[src/hdl/rmc_pkg.sv]
// ============================================================================
// rmc_pkg: shared types and constants for the RMC sentence parser
// Character codes, capture positions, fixed-point conversion constants and
// the line summary handed from the byte scanner to the conversion pipeline.
// ============================================================================
package rmc_pkg;

    // Longest stored line; bytes at this position and beyond are dropped.
    localparam int LINE_MAX = 80;
    localparam int POS_W    = 7;

    localparam logic [POS_W-1:0] POS_LIMIT = POS_W'(LINE_MAX);

    // Character codes
    localparam logic [7:0] CH_LF    = 8'h0A;
    localparam logic [7:0] CH_CR    = 8'h0D;
    localparam logic [7:0] CH_STAR  = 8'h2A;
    localparam logic [7:0] CH_COMMA = 8'h2C;
    localparam logic [7:0] CH_DOT   = 8'h2E;
    localparam logic [7:0] CH_0     = 8'h30;
    localparam logic [7:0] CH_9     = 8'h39;
    localparam logic [7:0] CH_A     = 8'h41;
    localparam logic [7:0] CH_F     = 8'h46;
    localparam logic [7:0] CH_S     = 8'h53;
    localparam logic [7:0] CH_W     = 8'h57;

    // Checksum digit counter: two digits taken, or a bad digit seen.
    localparam logic [1:0] HEX_DONE = 2'd2;
    localparam logic [1:0] HEX_BAD  = 2'd3;

    // Comma counter: the byte after the second comma is the fix flag.
    localparam logic [1:0] COMMA_FIX  = 2'd2;
    localparam logic [1:0] COMMA_DONE = 2'd3;

    // Bits of the field stop mask
    localparam int STOP_LAT_DEG = 0;
    localparam int STOP_LAT_MIN = 1;
    localparam int STOP_LON_DEG = 2;
    localparam int STOP_LON_MIN = 3;
    localparam int STOP_SPEED   = 4;

    // Conversion constants
    localparam logic [19:0] MICRO_PER_DEG = 20'd1000000;
    localparam logic [10:0] MPH_INT       = 11'd1150;   // 1.150779 = 1150.779 / 1000
    localparam logic [9:0]  MPH_FRAC      = 10'd779;

    // Reciprocal for x / 3, exact for x below 2**23.
    localparam logic [23:0] RECIP_3       = 24'hAAAAAB;
    localparam int          SHIFT_3       = 25;
    // Reciprocal for x / 1000, exact for x below 2**23.
    localparam logic [23:0] RECIP_K       = 24'd8589935;
    localparam int          SHIFT_K       = 33;
    // Reciprocals for x / 10**f, exact for x below 2**24.
    localparam logic [30:0] RECIP_10      = 31'd1717986919;
    localparam logic [30:0] RECIP_100     = 31'd171798692;
    localparam logic [30:0] RECIP_1000    = 31'd17179870;
    localparam int          SHIFT_DEC     = 34;

    // Everything the conversion needs from one finished line.
    typedef struct packed {
        logic        checksum_ok;
        logic        fix_valid;
        logic [6:0]  lat_deg;
        logic [19:0] lat_min;
        logic        south;
        logic [9:0]  lon_deg;
        logic [19:0] lon_min;
        logic        west;
        logic [13:0] sp_digits;
        logic [1:0]  sp_frac;
    } t_line_snap;

endpackage

[src/hdl/rmc_if.sv]
// ============================================================================
// rmc_if: request channels of the RMC sentence parser
// rmc_byte_if carries one received character, rmc_res_if one parsed line.
// ============================================================================
interface rmc_byte_if;
    logic       valid;
    logic       ready;
    logic [7:0] rx_byte;

    modport source (output valid, output rx_byte, input ready);
    modport sink   (input valid, input rx_byte, output ready);
endinterface

interface rmc_res_if;
    logic               valid;
    logic               ready;
    logic               checksum_ok;
    logic               fix_valid;
    logic signed [27:0] latitude_microdeg;
    logic signed [30:0] longitude_microdeg;
    logic [23:0]        speed_milli_mph;

    modport source (output valid, output checksum_ok, output fix_valid,
                    output latitude_microdeg, output longitude_microdeg,
                    output speed_milli_mph, input ready);
    modport sink   (input valid, input checksum_ok, input fix_valid,
                    input latitude_microdeg, input longitude_microdeg,
                    input speed_milli_mph, output ready);
endinterface

[src/hdl/rmc_scan.sv]
// ============================================================================
// rmc_scan: per-character line scanner
// Keeps the running checksum, comma count and digit accumulators of the
// current line and hands a summary of the line on at each newline.
// ============================================================================
module rmc_scan (
    input  logic                i_clk,
    input  logic                i_rst_n,
    rmc_byte_if.sink            i_rx,
    output logic                o_snap_valid,
    output rmc_pkg::t_line_snap o_snap,
    input  logic                i_snap_ready
);
    import rmc_pkg::*;

    logic [POS_W-1:0] r_pos,      n_pos;
    logic [7:0]       r_xor,      n_xor;
    logic             r_star,     n_star;
    logic [1:0]       r_hex,      n_hex;
    logic [7:0]       r_sent,     n_sent;
    logic [1:0]       r_commas,   n_commas;
    logic             r_fix,      n_fix;
    logic [6:0]       r_lat_deg,  n_lat_deg;
    logic [19:0]      r_lat_min,  n_lat_min;
    logic [9:0]       r_lon_deg,  n_lon_deg;
    logic [19:0]      r_lon_min,  n_lon_min;
    logic             r_south,    n_south;
    logic             r_west,     n_west;
    logic [13:0]      r_sp,       n_sp;
    logic [1:0]       r_sp_frac,  n_sp_frac;
    logic             r_sp_point, n_sp_point;
    logic [4:0]       r_stop,     n_stop;

    logic       w_acc;
    logic [7:0] w_b;
    logic       w_digit;
    logic       w_hex_letter;
    logic [3:0] w_dval;
    logic [3:0] w_hval;
    logic       w_at_lat_deg, w_at_lat_min, w_at_lon_deg, w_at_lon_min, w_at_speed;

    function automatic logic [19:0] dec_step(input logic [19:0] acc, input logic [3:0] d);
        return 20'(acc * 20'd10 + 20'(d));
    endfunction

    assign w_b          = i_rx.rx_byte;
    assign i_rx.ready   = i_snap_ready;
    assign w_acc        = i_rx.valid && i_rx.ready;
    assign w_digit      = (w_b >= CH_0) && (w_b <= CH_9);
    assign w_hex_letter = (w_b >= CH_A) && (w_b <= CH_F);
    assign w_dval       = w_b[3:0];
    assign w_hval       = w_digit ? w_b[3:0] : 4'(w_b[3:0] + 4'd9);

    assign w_at_lat_deg = (r_pos == 7'd20) || (r_pos == 7'd21);
    assign w_at_lat_min = (r_pos == 7'd22) || (r_pos == 7'd23) ||
                          ((r_pos >= 7'd25) && (r_pos <= 7'd28));
    assign w_at_lon_deg = (r_pos >= 7'd32) && (r_pos <= 7'd34);
    assign w_at_lon_min = (r_pos == 7'd35) || (r_pos == 7'd36) ||
                          ((r_pos >= 7'd38) && (r_pos <= 7'd41));
    assign w_at_speed   = (r_pos >= 7'd45) && (r_pos <= 7'd48);

    // The newline itself is the request that carries the line summary.
    assign o_snap_valid        = i_rx.valid && (w_b == CH_LF);
    assign o_snap.checksum_ok  = r_star && (r_hex == HEX_DONE) && (r_xor == r_sent);
    assign o_snap.fix_valid    = r_fix;
    assign o_snap.lat_deg      = r_lat_deg;
    assign o_snap.lat_min      = r_lat_min;
    assign o_snap.south        = r_south;
    assign o_snap.lon_deg      = r_lon_deg;
    assign o_snap.lon_min      = r_lon_min;
    assign o_snap.west         = r_west;
    assign o_snap.sp_digits    = r_sp;
    assign o_snap.sp_frac      = r_sp_frac;

    always_comb begin
        n_pos      = r_pos;
        n_xor      = r_xor;
        n_star     = r_star;
        n_hex      = r_hex;
        n_sent     = r_sent;
        n_commas   = r_commas;
        n_fix      = r_fix;
        n_lat_deg  = r_lat_deg;
        n_lat_min  = r_lat_min;
        n_lon_deg  = r_lon_deg;
        n_lon_min  = r_lon_min;
        n_south    = r_south;
        n_west     = r_west;
        n_sp       = r_sp;
        n_sp_frac  = r_sp_frac;
        n_sp_point = r_sp_point;
        n_stop     = r_stop;
        if (w_acc && (w_b != CH_CR)) begin
            if (w_b == CH_LF) begin
                n_pos      = '0;
                n_xor      = '0;
                n_star     = 1'b0;
                n_hex      = '0;
                n_sent     = '0;
                n_commas   = '0;
                n_fix      = 1'b0;
                n_lat_deg  = '0;
                n_lat_min  = '0;
                n_lon_deg  = '0;
                n_lon_min  = '0;
                n_south    = 1'b0;
                n_west     = 1'b0;
                n_sp       = '0;
                n_sp_frac  = '0;
                n_sp_point = 1'b0;
                n_stop     = '0;
            end else if (r_pos < POS_LIMIT) begin
                n_pos = POS_W'(r_pos + 1'b1);

                // The leading '$' is neither summed nor taken as the star.
                if (!r_star) begin
                    if (r_pos != '0) begin
                        if (w_b == CH_STAR) begin
                            n_star = 1'b1;
                        end else begin
                            n_xor = r_xor ^ w_b;
                        end
                    end
                end else if (r_hex < HEX_DONE) begin
                    if (w_digit || w_hex_letter) begin
                        n_sent = {r_sent[3:0], w_hval};
                        n_hex  = 2'(r_hex + 1'b1);
                    end else begin
                        n_hex = HEX_BAD;
                    end
                end

                if (r_commas == COMMA_FIX) begin
                    n_fix    = (w_b == CH_A);
                    n_commas = COMMA_DONE;
                end else if ((r_commas < COMMA_FIX) && (w_b == CH_COMMA)) begin
                    n_commas = 2'(r_commas + 1'b1);
                end

                if (w_at_lat_deg && !r_stop[STOP_LAT_DEG]) begin
                    if (w_digit) begin
                        n_lat_deg = 7'(dec_step(20'(r_lat_deg), w_dval));
                    end else begin
                        n_stop[STOP_LAT_DEG] = 1'b1;
                    end
                end
                if (w_at_lat_min && !r_stop[STOP_LAT_MIN]) begin
                    if (w_digit) begin
                        n_lat_min = dec_step(r_lat_min, w_dval);
                    end else begin
                        n_stop[STOP_LAT_MIN] = 1'b1;
                    end
                end
                if (r_pos == 7'd30) begin
                    n_south = (w_b == CH_S);
                end
                if (w_at_lon_deg && !r_stop[STOP_LON_DEG]) begin
                    if (w_digit) begin
                        n_lon_deg = 10'(dec_step(20'(r_lon_deg), w_dval));
                    end else begin
                        n_stop[STOP_LON_DEG] = 1'b1;
                    end
                end
                if (w_at_lon_min && !r_stop[STOP_LON_MIN]) begin
                    if (w_digit) begin
                        n_lon_min = dec_step(r_lon_min, w_dval);
                    end else begin
                        n_stop[STOP_LON_MIN] = 1'b1;
                    end
                end
                if (r_pos == 7'd43) begin
                    n_west = (w_b == CH_W);
                end
                // Speed takes one decimal point and counts the digits after it.
                if (w_at_speed && !r_stop[STOP_SPEED]) begin
                    if (w_digit) begin
                        n_sp = 14'(dec_step(20'(r_sp), w_dval));
                        if (r_sp_point) begin
                            n_sp_frac = 2'(r_sp_frac + 1'b1);
                        end
                    end else if ((w_b == CH_DOT) && !r_sp_point) begin
                        n_sp_point = 1'b1;
                    end else begin
                        n_stop[STOP_SPEED] = 1'b1;
                    end
                end
            end
        end
    end

    always_ff @(posedge i_clk) begin
        if (!i_rst_n) begin
            r_pos      <= '0;
            r_xor      <= '0;
            r_star     <= 1'b0;
            r_hex      <= '0;
            r_sent     <= '0;
            r_commas   <= '0;
            r_fix      <= 1'b0;
            r_lat_deg  <= '0;
            r_lat_min  <= '0;
            r_lon_deg  <= '0;
            r_lon_min  <= '0;
            r_south    <= 1'b0;
            r_west     <= 1'b0;
            r_sp       <= '0;
            r_sp_frac  <= '0;
            r_sp_point <= 1'b0;
            r_stop     <= '0;
        end else begin
            r_pos      <= n_pos;
            r_xor      <= n_xor;
            r_star     <= n_star;
            r_hex      <= n_hex;
            r_sent     <= n_sent;
            r_commas   <= n_commas;
            r_fix      <= n_fix;
            r_lat_deg  <= n_lat_deg;
            r_lat_min  <= n_lat_min;
            r_lon_deg  <= n_lon_deg;
            r_lon_min  <= n_lon_min;
            r_south    <= n_south;
            r_west     <= n_west;
            r_sp       <= n_sp;
            r_sp_frac  <= n_sp_frac;
            r_sp_point <= n_sp_point;
            r_stop     <= n_stop;
        end
    end

`ifndef SYNTHESIS
    a_pos_limit: assert property (@(posedge i_clk) disable iff (!i_rst_n)
        r_pos <= POS_LIMIT)
        else $error("line position ran past the line limit");

    a_lf_clears: assert property (@(posedge i_clk) disable iff (!i_rst_n)
        (w_acc && (w_b == CH_LF)) |=> ((r_pos == '0) && (r_xor == '0) && !r_star &&
                                       (r_stop == '0) && (r_commas == '0)))
        else $error("line state not cleared after newline");

    a_cr_holds: assert property (@(posedge i_clk) disable iff (!i_rst_n)
        (w_acc && (w_b == CH_CR)) |=> $stable(r_pos) && $stable(r_xor))
        else $error("carriage return changed the line state");

    a_frac_point: assert property (@(posedge i_clk) disable iff (!i_rst_n)
        (r_sp_frac != '0) |-> r_sp_point)
        else $error("speed fraction digits counted without a decimal point");
`endif

endmodule

[src/hdl/rmc_conv.sv]
// ============================================================================
// rmc_conv: fixed-point conversion pipeline
// Turns a line summary into micro-degrees and thousandths of mph over four
// register stages plus the result register, with per-stage flow control.
// ============================================================================
module rmc_conv (
    input  logic                i_clk,
    input  logic                i_rst_n,
    input  logic                i_snap_valid,
    input  rmc_pkg::t_line_snap i_snap,
    output logic                o_snap_ready,
    rmc_res_if.source           o_res
);
    import rmc_pkg::*;

    // Stage valids and advance enables
    logic r_v1, r_v2, r_v3, r_v4, r_vo;
    logic w_en1, w_en2, w_en3, w_en4, w_eno;

    // Stage 1: captured summary
    t_line_snap r1;

    // Stage 2: first products
    logic [26:0] r2_lat_dp;
    logic [22:0] r2_lat_m5;
    logic [29:0] r2_lon_dp;
    logic [22:0] r2_lon_m5;
    logic [23:0] r2_sp_a;
    logic [22:0] r2_sp_b;
    logic        r2_ok, r2_fix, r2_south, r2_west;
    logic [1:0]  r2_frac;

    // Stage 3: divisions by constants
    logic [26:0] r3_lat_dp;
    logic [20:0] r3_lat_q;
    logic [29:0] r3_lon_dp;
    logic [20:0] r3_lon_q;
    logic [23:0] r3_sp_a;
    logic [12:0] r3_sp_q;
    logic        r3_ok, r3_fix, r3_south, r3_west;
    logic [1:0]  r3_frac;

    // Stage 4: magnitudes
    logic [26:0] r4_lat_mag;
    logic [29:0] r4_lon_mag;
    logic [23:0] r4_sp_q1;
    logic        r4_ok, r4_fix, r4_south, r4_west;
    logic [1:0]  r4_frac;

    // Result register
    logic               r_ok, r_fix;
    logic signed [27:0] r_lat;
    logic signed [30:0] r_lon;
    logic [23:0]        r_sp;

    logic [46:0] w_lat_qp, w_lon_qp, w_sp_qp;
    logic [30:0] w_recip;
    logic [54:0] w_sp_prod;
    logic [23:0] w_sp_out;
    logic [27:0] w_lat_ext;
    logic [30:0] w_lon_ext;

    assign w_eno        = !r_vo || o_res.ready;
    assign w_en4        = !r_v4 || w_eno;
    assign w_en3        = !r_v3 || w_en4;
    assign w_en2        = !r_v2 || w_en3;
    assign w_en1        = !r_v1 || w_en2;
    assign o_snap_ready = w_en1;

    assign w_lat_qp = 47'(r2_lat_m5) * 47'(RECIP_3);
    assign w_lon_qp = 47'(r2_lon_m5) * 47'(RECIP_3);
    assign w_sp_qp  = 47'(r2_sp_b) * 47'(RECIP_K);

    always_comb begin
        unique case (r4_frac)
            2'd0:    w_recip = '0;
            2'd1:    w_recip = RECIP_10;
            2'd2:    w_recip = RECIP_100;
            default: w_recip = RECIP_1000;
        endcase
    end

    assign w_sp_prod = 55'(r4_sp_q1) * 55'(w_recip);
    assign w_sp_out  = (r4_frac == 2'd0) ? r4_sp_q1
                                         : 24'(w_sp_prod[SHIFT_DEC+20:SHIFT_DEC]);
    assign w_lat_ext = {1'b0, r4_lat_mag};
    assign w_lon_ext = {1'b0, r4_lon_mag};

    always_ff @(posedge i_clk) begin
        if (!i_rst_n) begin
            r_v1 <= 1'b0;
            r_v2 <= 1'b0;
            r_v3 <= 1'b0;
            r_v4 <= 1'b0;
            r_vo <= 1'b0;
        end else begin
            if (w_en1) begin
                r_v1 <= i_snap_valid;
            end
            if (w_en2) begin
                r_v2 <= r_v1;
            end
            if (w_en3) begin
                r_v3 <= r_v2;
            end
            if (w_en4) begin
                r_v4 <= r_v3;
            end
            if (w_eno) begin
                r_vo <= r_v4;
            end
        end
    end

    always_ff @(posedge i_clk) begin
        if (w_en1) begin
            r1 <= i_snap;
        end
        if (w_en2) begin
            r2_lat_dp <= 27'(r1.lat_deg) * 27'(MICRO_PER_DEG);
            r2_lat_m5 <= 23'({r1.lat_min, 2'b00}) + 23'(r1.lat_min);
            r2_lon_dp <= 30'(r1.lon_deg) * 30'(MICRO_PER_DEG);
            r2_lon_m5 <= 23'({r1.lon_min, 2'b00}) + 23'(r1.lon_min);
            r2_sp_a   <= 24'(r1.sp_digits) * 24'(MPH_INT);
            r2_sp_b   <= 23'(r1.sp_digits) * 23'(MPH_FRAC);
            r2_ok     <= r1.checksum_ok;
            r2_fix    <= r1.fix_valid;
            r2_south  <= r1.south;
            r2_west   <= r1.west;
            r2_frac   <= r1.sp_frac;
        end
        if (w_en3) begin
            r3_lat_dp <= r2_lat_dp;
            r3_lat_q  <= w_lat_qp[SHIFT_3+20:SHIFT_3];
            r3_lon_dp <= r2_lon_dp;
            r3_lon_q  <= w_lon_qp[SHIFT_3+20:SHIFT_3];
            r3_sp_a   <= r2_sp_a;
            r3_sp_q   <= w_sp_qp[SHIFT_K+12:SHIFT_K];
            r3_ok     <= r2_ok;
            r3_fix    <= r2_fix;
            r3_south  <= r2_south;
            r3_west   <= r2_west;
            r3_frac   <= r2_frac;
        end
        if (w_en4) begin
            r4_lat_mag <= r3_lat_dp + 27'(r3_lat_q);
            r4_lon_mag <= r3_lon_dp + 30'(r3_lon_q);
            r4_sp_q1   <= r3_sp_a + 24'(r3_sp_q);
            r4_ok      <= r3_ok;
            r4_fix     <= r3_fix;
            r4_south   <= r3_south;
            r4_west    <= r3_west;
            r4_frac    <= r3_frac;
        end
        if (w_eno) begin
            r_ok  <= r4_ok;
            r_fix <= r4_fix;
            r_lat <= $signed(r4_south ? 28'(28'd0 - w_lat_ext) : w_lat_ext);
            r_lon <= $signed(r4_west ? 31'(31'd0 - w_lon_ext) : w_lon_ext);
            r_sp  <= w_sp_out;
        end
    end

    assign o_res.valid              = r_vo;
    assign o_res.checksum_ok        = r_ok;
    assign o_res.fix_valid          = r_fix;
    assign o_res.latitude_microdeg  = r_lat;
    assign o_res.longitude_microdeg = r_lon;
    assign o_res.speed_milli_mph    = r_sp;

endmodule

[src/hdl/nmea_rmc_line_parser_top.sv]
// ============================================================================
// nmea_rmc_line_parser_top: RMC sentence parser
// Parses a stream of received characters into checksum status, fix flag,
// position in micro-degrees and ground speed in thousandths of mph.
// ============================================================================
// The parser takes one character per clock on i_rx while i_rx.ready is high,
// with no gaps needed between lines. Carriage returns are skipped, and each
// newline produces exactly one result on o_res; the scanner updates its
// running line state in the cycle a character arrives, and the newline's
// summary then passes through a five-register conversion pipeline
// (capture, products, divisions by constants, sums, sign). i_rx.ready falls
// only when the pipeline is full and o_res is held off, so up to five
// finished lines can be in flight at once.
module nmea_rmc_line_parser_top (
    input  logic      i_clk,
    input  logic      i_rst_n,
    rmc_byte_if.sink  i_rx,
    rmc_res_if.source o_res
);
    import rmc_pkg::*;

    logic       w_snap_valid;
    logic       w_snap_ready;
    t_line_snap w_snap;

    rmc_scan u_scan (
        .i_clk        (i_clk),
        .i_rst_n      (i_rst_n),
        .i_rx         (i_rx),
        .o_snap_valid (w_snap_valid),
        .o_snap       (w_snap),
        .i_snap_ready (w_snap_ready)
    );

    rmc_conv u_conv (
        .i_clk        (i_clk),
        .i_rst_n      (i_rst_n),
        .i_snap_valid (w_snap_valid),
        .i_snap       (w_snap),
        .o_snap_ready (w_snap_ready),
        .o_res        (o_res)
    );

endmodule
[src/flat_wrapper.sv]
// flat-port wrapper written by rule: the top's interface ports become plain ports
module nmea_rmc_line_parser_top_flat import rmc_pkg::*;
  (i_clk, i_rst_n, i_rx_valid, i_rx_rx_byte, i_rx_ready, o_res_valid, o_res_checksum_ok, o_res_fix_valid, o_res_latitude_microdeg, o_res_longitude_microdeg, o_res_speed_milli_mph, o_res_ready);
  rmc_byte_if i_rx_i ();
  rmc_res_if o_res_i ();
  input  logic i_clk;
  input  logic i_rst_n;
  input wire logic [$bits(i_rx_i.valid)-1:0] i_rx_valid;
  input wire logic [$bits(i_rx_i.rx_byte)-1:0] i_rx_rx_byte;
  output wire logic [$bits(i_rx_i.ready)-1:0] i_rx_ready;
  output wire logic [$bits(o_res_i.valid)-1:0] o_res_valid;
  output wire logic [$bits(o_res_i.checksum_ok)-1:0] o_res_checksum_ok;
  output wire logic [$bits(o_res_i.fix_valid)-1:0] o_res_fix_valid;
  output wire logic [$bits(o_res_i.latitude_microdeg)-1:0] o_res_latitude_microdeg;
  output wire logic [$bits(o_res_i.longitude_microdeg)-1:0] o_res_longitude_microdeg;
  output wire logic [$bits(o_res_i.speed_milli_mph)-1:0] o_res_speed_milli_mph;
  input wire logic [$bits(o_res_i.ready)-1:0] o_res_ready;
  assign i_rx_i.valid = i_rx_valid;
  assign i_rx_i.rx_byte = i_rx_rx_byte;
  assign i_rx_ready = i_rx_i.ready;
  assign o_res_valid = o_res_i.valid;
  assign o_res_checksum_ok = o_res_i.checksum_ok;
  assign o_res_fix_valid = o_res_i.fix_valid;
  assign o_res_latitude_microdeg = o_res_i.latitude_microdeg;
  assign o_res_longitude_microdeg = o_res_i.longitude_microdeg;
  assign o_res_speed_milli_mph = o_res_i.speed_milli_mph;
  assign o_res_i.ready = o_res_ready;
  nmea_rmc_line_parser_top u_core (.i_clk(i_clk), .i_rst_n(i_rst_n), .i_rx(i_rx_i), .o_res(o_res_i));
endmodule
[config.mk]
export PLATFORM = sky130hd
export DESIGN_NAME = nmea_rmc_line_parser_top_flat
export DESIGN_NICKNAME = d
export VERILOG_FILES = /design/src/hdl/rmc_pkg.sv /design/src/hdl/rmc_if.sv /design/src/hdl/rmc_scan.sv /design/src/hdl/rmc_conv.sv /design/src/hdl/nmea_rmc_line_parser_top.sv /design/src/flat_wrapper.sv
export SDC_FILE = /design/constraint.sdc
export NUM_CORES = 2
export LEC_CHECK = 0
export ABC_AREA = 1
export BUFFER_PORTS_ARGS = -buffer_cell sky130_fd_sc_hd__buf_2
export CAP_MARGIN = 20
export CORE_MARGIN = 4
export CORE_UTILIZATION = 35
export DETAILED_ROUTE_END_ITERATION = 6
export PLACE_DENSITY_LB_ADDON = 0.1
export SETUP_SLACK_MARGIN = 0.05
export SLEW_MARGIN = 25
export SYNTH_ARGS = -nofsm -noshare
export SYNTH_HDL_FRONTEND = slang
export SYNTH_HIERARCHICAL = 1
export SYNTH_SLANG_ARGS = --single-unit
[constraint.sdc]
create_clock -name i_clk -period 32.4 [get_ports i_clk]
set_input_delay 0 -clock i_clk [delete_from_list [all_inputs] [get_ports i_clk]]
set_output_delay 0 -clock i_clk [all_outputs]
set_load 0.03 [all_outputs]
# --- Word-level counts from Yosys, hierarchy flattened ---
# Cells that the tools add are included.
classes:
  n_addsub: 17
  n_mul: 13
  order_cmp: 15
  n_eq_ne: 25
  mux: 80
  bitwise_logic: 1
  n_reduce_logical: 79
op_table:
  columns: ["cell", "n"]
  rows:
  - ["2-to-1 mux 20 bit", 8]
  - ["multiplier 23 x 24 -> 46 bit (second input constant)", 3]
  - ["one-hot mux 31 bit (3 select lines)", 1]
  - ["2-to-1 mux 8 bit", 10]
  - ["2-to-1 mux 14 bit", 4]
  - ["multiplier 24 x 31 -> 55 bit", 1]
  - ["adder 22 x 20 -> 23 bit", 2]
  - ["multiplier 14 x 10 -> 23 bit (second input constant)", 2]
  - ["2-to-1 mux 7 bit", 6]
  - ["adder 20 x 4 -> 20 bit", 2]
  - ["multiplier 20 x 3 -> 19 bit (second input constant)", 2]
  - ["2-to-1 mux 10 bit", 4]
  - ["AND reduction 4 bit", 10]
  - ["== test 7 x 5 -> 1 bit (second input constant)", 5]
  - ["nonzero test 2 bit", 16]
  - ["subtractor 1 x 30 -> 31 bit (first input constant)", 1]
  - ["adder 30 x 21 -> 30 bit", 1]
  - ["2-to-1 mux 30 bit", 1]
  - ["2-to-1 mux 2 bit", 14]
  - ["subtractor 1 x 27 -> 28 bit (first input constant)", 1]
  - ["adder 27 x 21 -> 27 bit", 1]
  - ["2-to-1 mux 1 bit", 27]
  - ["2-to-1 mux 27 bit", 1]
  - ["AND reduction 5 bit", 5]
  - ["44 further kinds", 102]
totals:
  regBits: 636
  in_bits: 12
  out_inout_bits: 87
  elab_cells: 304

# --- Depth between registers and ports, before layout ---
logic_depth:
  word_depth: 9
  ltp_mapped: 36
  depth_no_buf: 33

# --- By module ---
# Netlist, hierarchy kept.
modules_own_cells:
  columns: ["module", "n_inst", "cells_per_inst", "area_per_inst_um2", "seq_area_each_um2"]
  rows:
  - ["rmc_conv", 1, 8312, 77025.1, 15685.0]
  - ["rmc_scan", 1, 1446, 9604.2, 2202.1]

# --- Worst setup path after synthesis ---
# OpenSTA, ideal clock, no wires.
synth_path:
  path_type: "register to register"
  start: "register u_core.u_conv.r_vo (netlist: u_core/u_conv/o_res.valid)"
  end: "register u_core.u_conv.r2_fix, enable pin"
  setup_time_ns: 0.493
  t_arrival_ns: 9.827
  required_ns: 31.907
  path_slack_ns: 22.080
  stages_incl_launch_ff: 10
  n_path_buf: 0
  period_less_slack_ns: 10.320
  cell_sequence: "dfxtp_1 inv_1 nor2_1 inv_1 nor2_1 inv_1 nor2_1 inv_1 nor2_1 inv_1"
synth_via:
  elab_chain_cells: 5
synth_lines:
  columns: ["element", "line_no", "rtl"]
  rows:
  - ["start: declaration", "rmc_conv.sv:17", "logic r_v1, r_v2, r_v3, r_v4, r_vo;"]
  - ["start signal: assignment", "rmc_conv.sv:110", "r_vo <= r_v4;"]
  - ["zero test 1 bit", "rmc_conv.sv:63", "assign w_eno = !r_vo || o_res.ready;"]
  - ["logical OR 1 bit", "rmc_conv.sv:63", null]
  - ["via u_core.u_conv.w_eno", "rmc_conv.sv:18", "logic w_en1, w_en2, w_en3, w_en4, w_eno;"]
  - ["logical OR 1 bit", "rmc_conv.sv:64", "assign w_en4 = !r_v4 || w_eno;"]
  - ["via u_core.u_conv.w_en4", "rmc_conv.sv:18", null]
  - ["logical OR 1 bit", "rmc_conv.sv:65", "assign w_en3 = !r_v3 || w_en4;"]
  - ["via u_core.u_conv.w_en3", "rmc_conv.sv:18", null]
  - ["logical OR 1 bit", "rmc_conv.sv:66", "assign w_en2 = !r_v2 || w_en3;"]
  - ["via u_core.u_conv.w_en2", "rmc_conv.sv:18", null]
  - ["end signal: assignment", "rmc_conv.sv:127", "r2_fix <= r1.fix_valid;"]
  - ["end: declaration", "rmc_conv.sv:30", "logic r2_ok, r2_fix, r2_south, r2_west;"]
# The timed path passes the listed nets, and every way through them passes these cells.
# A chain may end at the register's enable or synchronous reset.

# --- Final worst setup path ---
layout_path:
  start: "register u_core.u_conv.r4_frac[1]"
  end: "register u_core.u_conv.r_sp[4] (netlist: u_core/u_conv/o_res.speed_milli_mph[4]), data pin"
layout_via:
  elab_chain_cells: 4
  elab_cells_between_ends: 6
  classes_between: "1 x mul; 2 x eq/ne; 2 x mux; 1 x reduce/logical"
layout_lines:
  columns: ["element", "line_no", "rtl"]
  rows:
  - ["start: declaration", "rmc_conv.sv:48", "logic [1:0] r4_frac;"]
  - ["start signal: assignment", "rmc_conv.sv:153", "r4_frac <= r3_frac;"]
  - ["== test 2 bit, or another cell as far along", "rmc_conv.sv:75", "unique case (r4_frac)"]
  - ["one-hot mux 31 bit (3 select lines)", "rmc_conv.sv:75", null]
  - ["multiplier 24 x 31 -> 55 bit", "rmc_conv.sv:83", "assign w_sp_prod = 55'(r4_sp_q1) * 55'(w_recip);"]
  - ["2-to-1 mux 21 bit (*)", "rmc_conv.sv:84", "assign w_sp_out = (r4_frac == 2'd0) ? r4_sp_q1"]
  - ["via u_core.u_conv.w_sp_out[4]", "rmc_conv.sv:59", "logic [23:0] w_sp_out;"]
  - ["end signal: assignment", "rmc_conv.sv:160", "r_sp <= w_sp_out;"]
  - ["end: declaration", "rmc_conv.sv:54", "logic [23:0] r_sp;"]
# Mark *: on every way through the listed nets, which the timed path passes. The rest lies on a longest branch.

==> out/metrics.yaml <==
timing:
  fin_crit_sh: 0.266
  setup_viol: 0
  relSlewSlack: 0.336
  fin_crit_ns: 8.61
  drv_slew: 0
  rsz0062_at_grt: "false"
  tightest_slew_ns: 0.986
  clock.fmax_mhz: 116
  skew_ns: 0.0806
  hold-worst-slack_ns: 0.237
  hold_viol_final: 0
  layout_setup_ws_ns: 23.79
  setup_tns_ns: 0
power:
  power_density_mw_per_mm2: 19.6
  clkPwrFrac: 0.518
  pwr-share-seq: 0.472
  p_switching_w: 0.000412
  intPower_w: 0.00143
  sw_frac_of_total: 0.223
  combPwrFrac: 0.010
  ir_drop_mv: 0.0409
  power.leakage_nw: 52.9
placement:
  routabilityCongestion: 0.939
  port_buffers: 98
  placedInstanceArea_mm2: 0.0912
  dp_hpwl_um: 233000
  dp_slack_ns: 23.84
final_layout:
  nets: 12400
  fillers: 25200
  layout-drive-gt1-share: 0.0384
  fin_area_mm2: 0.0942
  area_growth_pct: 8.72
clock_tree:
  cts_resized: 0
  htree_levels: 3
  cts_sinks: 634
  clock_latency_ns: 0.74
  clockRootBuffer: "clkbuf_16"
  ctsLongestPathBuffers: 3
  cts_buffers: 82
  cts_tree: "done"
  path_clk_slew_ns: 0.06
synth:
  yosys_warnings: 6
  synthCells: 9758
  synth_edf_count: 519
  syn_area_mm2: 0.0866
  seq_area_frac_synth: 0.206
  ys_ff_latch: 634
  synthFlopType: "edfxtp_1"
  yosysTopAreaCellShare: 0.250
  avgSynthCellArea_um2: 8.88
  yosys-top-cells-area: "fa_1, ha_1, edfxtp_1"
  synth_top_area_cell: "fa_1"
  synth.distinct_cells: 74
  synth_nets: 12200
  async_flop_share: 0
global_route:
  grt_max_degree: 84
  grt_usage: 0.209
  grt_pass1_vias: 67200
  overflow: 0
  antenna_found_initial: 9
  grt_first_pass_wirelength_um: 412000
setup_path:
  cpMostUsedCell: "inv_1"
  critPathCaptureType: "flop"
  cp_max_fo: 27
  startpoint_type: "flop"
  slowest_stage: "nor3_1"
  arrival_ns: 9.06
  r2r_slack_ns: 23.79
  critPathKind: "reg2reg"
  cpPeakStageDelay_ns: 0.68
  critical_path_required_ns: 32.85
floorplanning:
  die-width_um: 506
  core_mm2: 0.246
  num_io_pins: 99
  rows: 182
  initial_utilization: 0.352
  fp.dieArea_mm2: 0.256
  die_h_um: 506
drt:
  drt_iter0_markers: 3630
  drc_errors: 0
  vias: 63300
  dr.pass1.iters: 6
  drt_wl_total_um: 266000
  routedWlPerCell_um: 20.0
  via_per_inst: 4.76
  postRouteAntennaNets: 0
status:
  outcome: "complete, no violations"
worst_hold_path:
  min_path_type: "in2reg"
run:
  max_cap_violations: 0
power by group through the flow:
stage | sequential, W | clock (W) | combinational (W)
2_1_floorplan | 0.000888 | 0 | 0.0000110
3_3_place_gp | 0.000888 | 0 | 0.0000180
3_5_place_dp | 0.000888 | 0 | 0.0000180
4_1_cts | 0.000871 | 0.000997 | 0.0000193
5_1_grt | 0.000870 | 0.00103 | 0.0000215
6_report | 0.000871 | 0.000957 | 0.0000190
flip-flops by register name, indices dropped and copies added (netlist names), 23 cells and up:
| register | cells |
|---|---|
| u_core/u_conv/r4_lon_mag | 30 |
| u_core/u_conv/r3_lon_dp | 24 |
| u_core/u_conv/r3_sp_a | 23 |
| u_core/u_conv/r4_sp_q1 | 24 |
| u_core/u_conv/r2_lon_m5 | 23 |
| u_core/u_conv/r1 | 77 |
| u_core/u_conv/r2_sp_b | 23 |
| u_core/u_conv/r4_lat_mag | 27 |
| u_core/u_conv/o_res.longitude_microdeg | 31 |
| u_core/u_conv/r2_lat_m5 | 23 |
| u_core/u_conv/o_res.latitude_microdeg | 28 |
| u_core/u_conv/o_res.speed_milli_mph | 24 |
| u_core/u_conv/r2_lon_dp | 24 |
cells by family (layout without fill, tap and decap cells):
group / count (synthesis) / count (layout) / synth area share
AO/OA/AOI/OAI: 1012 / 1012 / 0.0666
XOR/XNOR: 307 / 307 / 0.0310
adder cells (fa/ha/maj): 2447 / 2447 / 0.447
buffers and inverters: 2551 / 2776 / 0.111
flip-flops: 634 / 634 / 0.206
other: 0 / 3 / 0
AND/OR/NAND/NOR: 2807 / 2807 / 0.137
repair_timing:
action	in CTS	in global routing
endpoints found under the hold margin	67	0
setup buffers	0	0
hold buffers	17	0
layer usage:
metal	GRT usage	part of all wire
met4	0.0400	0.019
met2	0.356	0.48
met3	0.0199	0.036
met1	0.291	0.47
met5	0	0
cells in the final DEF, fill, tap and decap left out, types with 88 or more instances in the layout:
cell type / n
a21oi_1: 486
nor3_1: 88
xnor2_1: 108
dfxtp_1: 115
fa_1: 1082
nand2_1: 1562
o21ai_0: 243
edfxtp_1: 519
nand3_1: 310
inv_1: 2464
buf_2: 98
ha_1: 1364
nand4_1: 98
nor2_1: 597
xor2_1: 199
through the flow:
step	power (W)	util	instances
2_1_floorplan	0.000899	-	9758
3_3_place_gp	0.000906	0.370	13100
3_5_place_dp	0.000906	0.370	13100
4_1_cts	0.00189	0.383	13300
5_1_grt	0.00192	0.383	13300
6_report	0.00185	0.383	13300
Yosys cell counts, types with 37 or more instances:
cell type and n:
nor3_1 88, ha_1 1365, nor2_1 597, fa_1 1082
a21o_1 52, dfxtp_1 115, xnor2_1 108, a21oi_1 486
o21ai_0 243, xor2_1 199, edfxtp_1 519, clkbuf_1 37
o21bai_1 46, inv_1 2468, nand2_1 1563, nand4_1 98
nand3_1 310
worst max-delay path: cells and delay by family, from the launching register on:
kind | cells | cell delay, ns
AOI/OAI and AO/OA | 1 | 0.14
and+or+nand+nor | 11 | 1.83
adders and majority gates | 9 | 4.18
buffers and inverters | 12 | 1.80
DFF | 1 | 0.32
final timing paths:
path | start | to | cells past startpoint
setup / recovery | u_core/u_conv/r4_frac[1] | u_core/u_conv/o_res.speed_milli_mph[4] | 33
hold / removal | i_rx_rx_byte[6] | u_core/u_scan/r_xor[6] | 4
setup reg to reg | u_core/u_conv/r4_frac[1] | u_core/u_conv/o_res.speed_milli_mph[4] | 33
hold reg to reg | u_core/u_conv/r2_sp_a[13] | u_core/u_conv/r3_sp_a[13] | 0
cell type report:
class	count	area, um^2	share of cell area
clock buffers	94	2120	0.0225
multi-input cells	6573	59100	0.628
repair buffers	137	826	0.00877
flip-flops and latches	634	17900	0.190
inverters	2488	9360	0.0994
well taps	3312	4140	0.0440
diodes	3	7.51	0.0000797
clock inverters	57	734	0.00780
(Power assumes the default switching activity.)
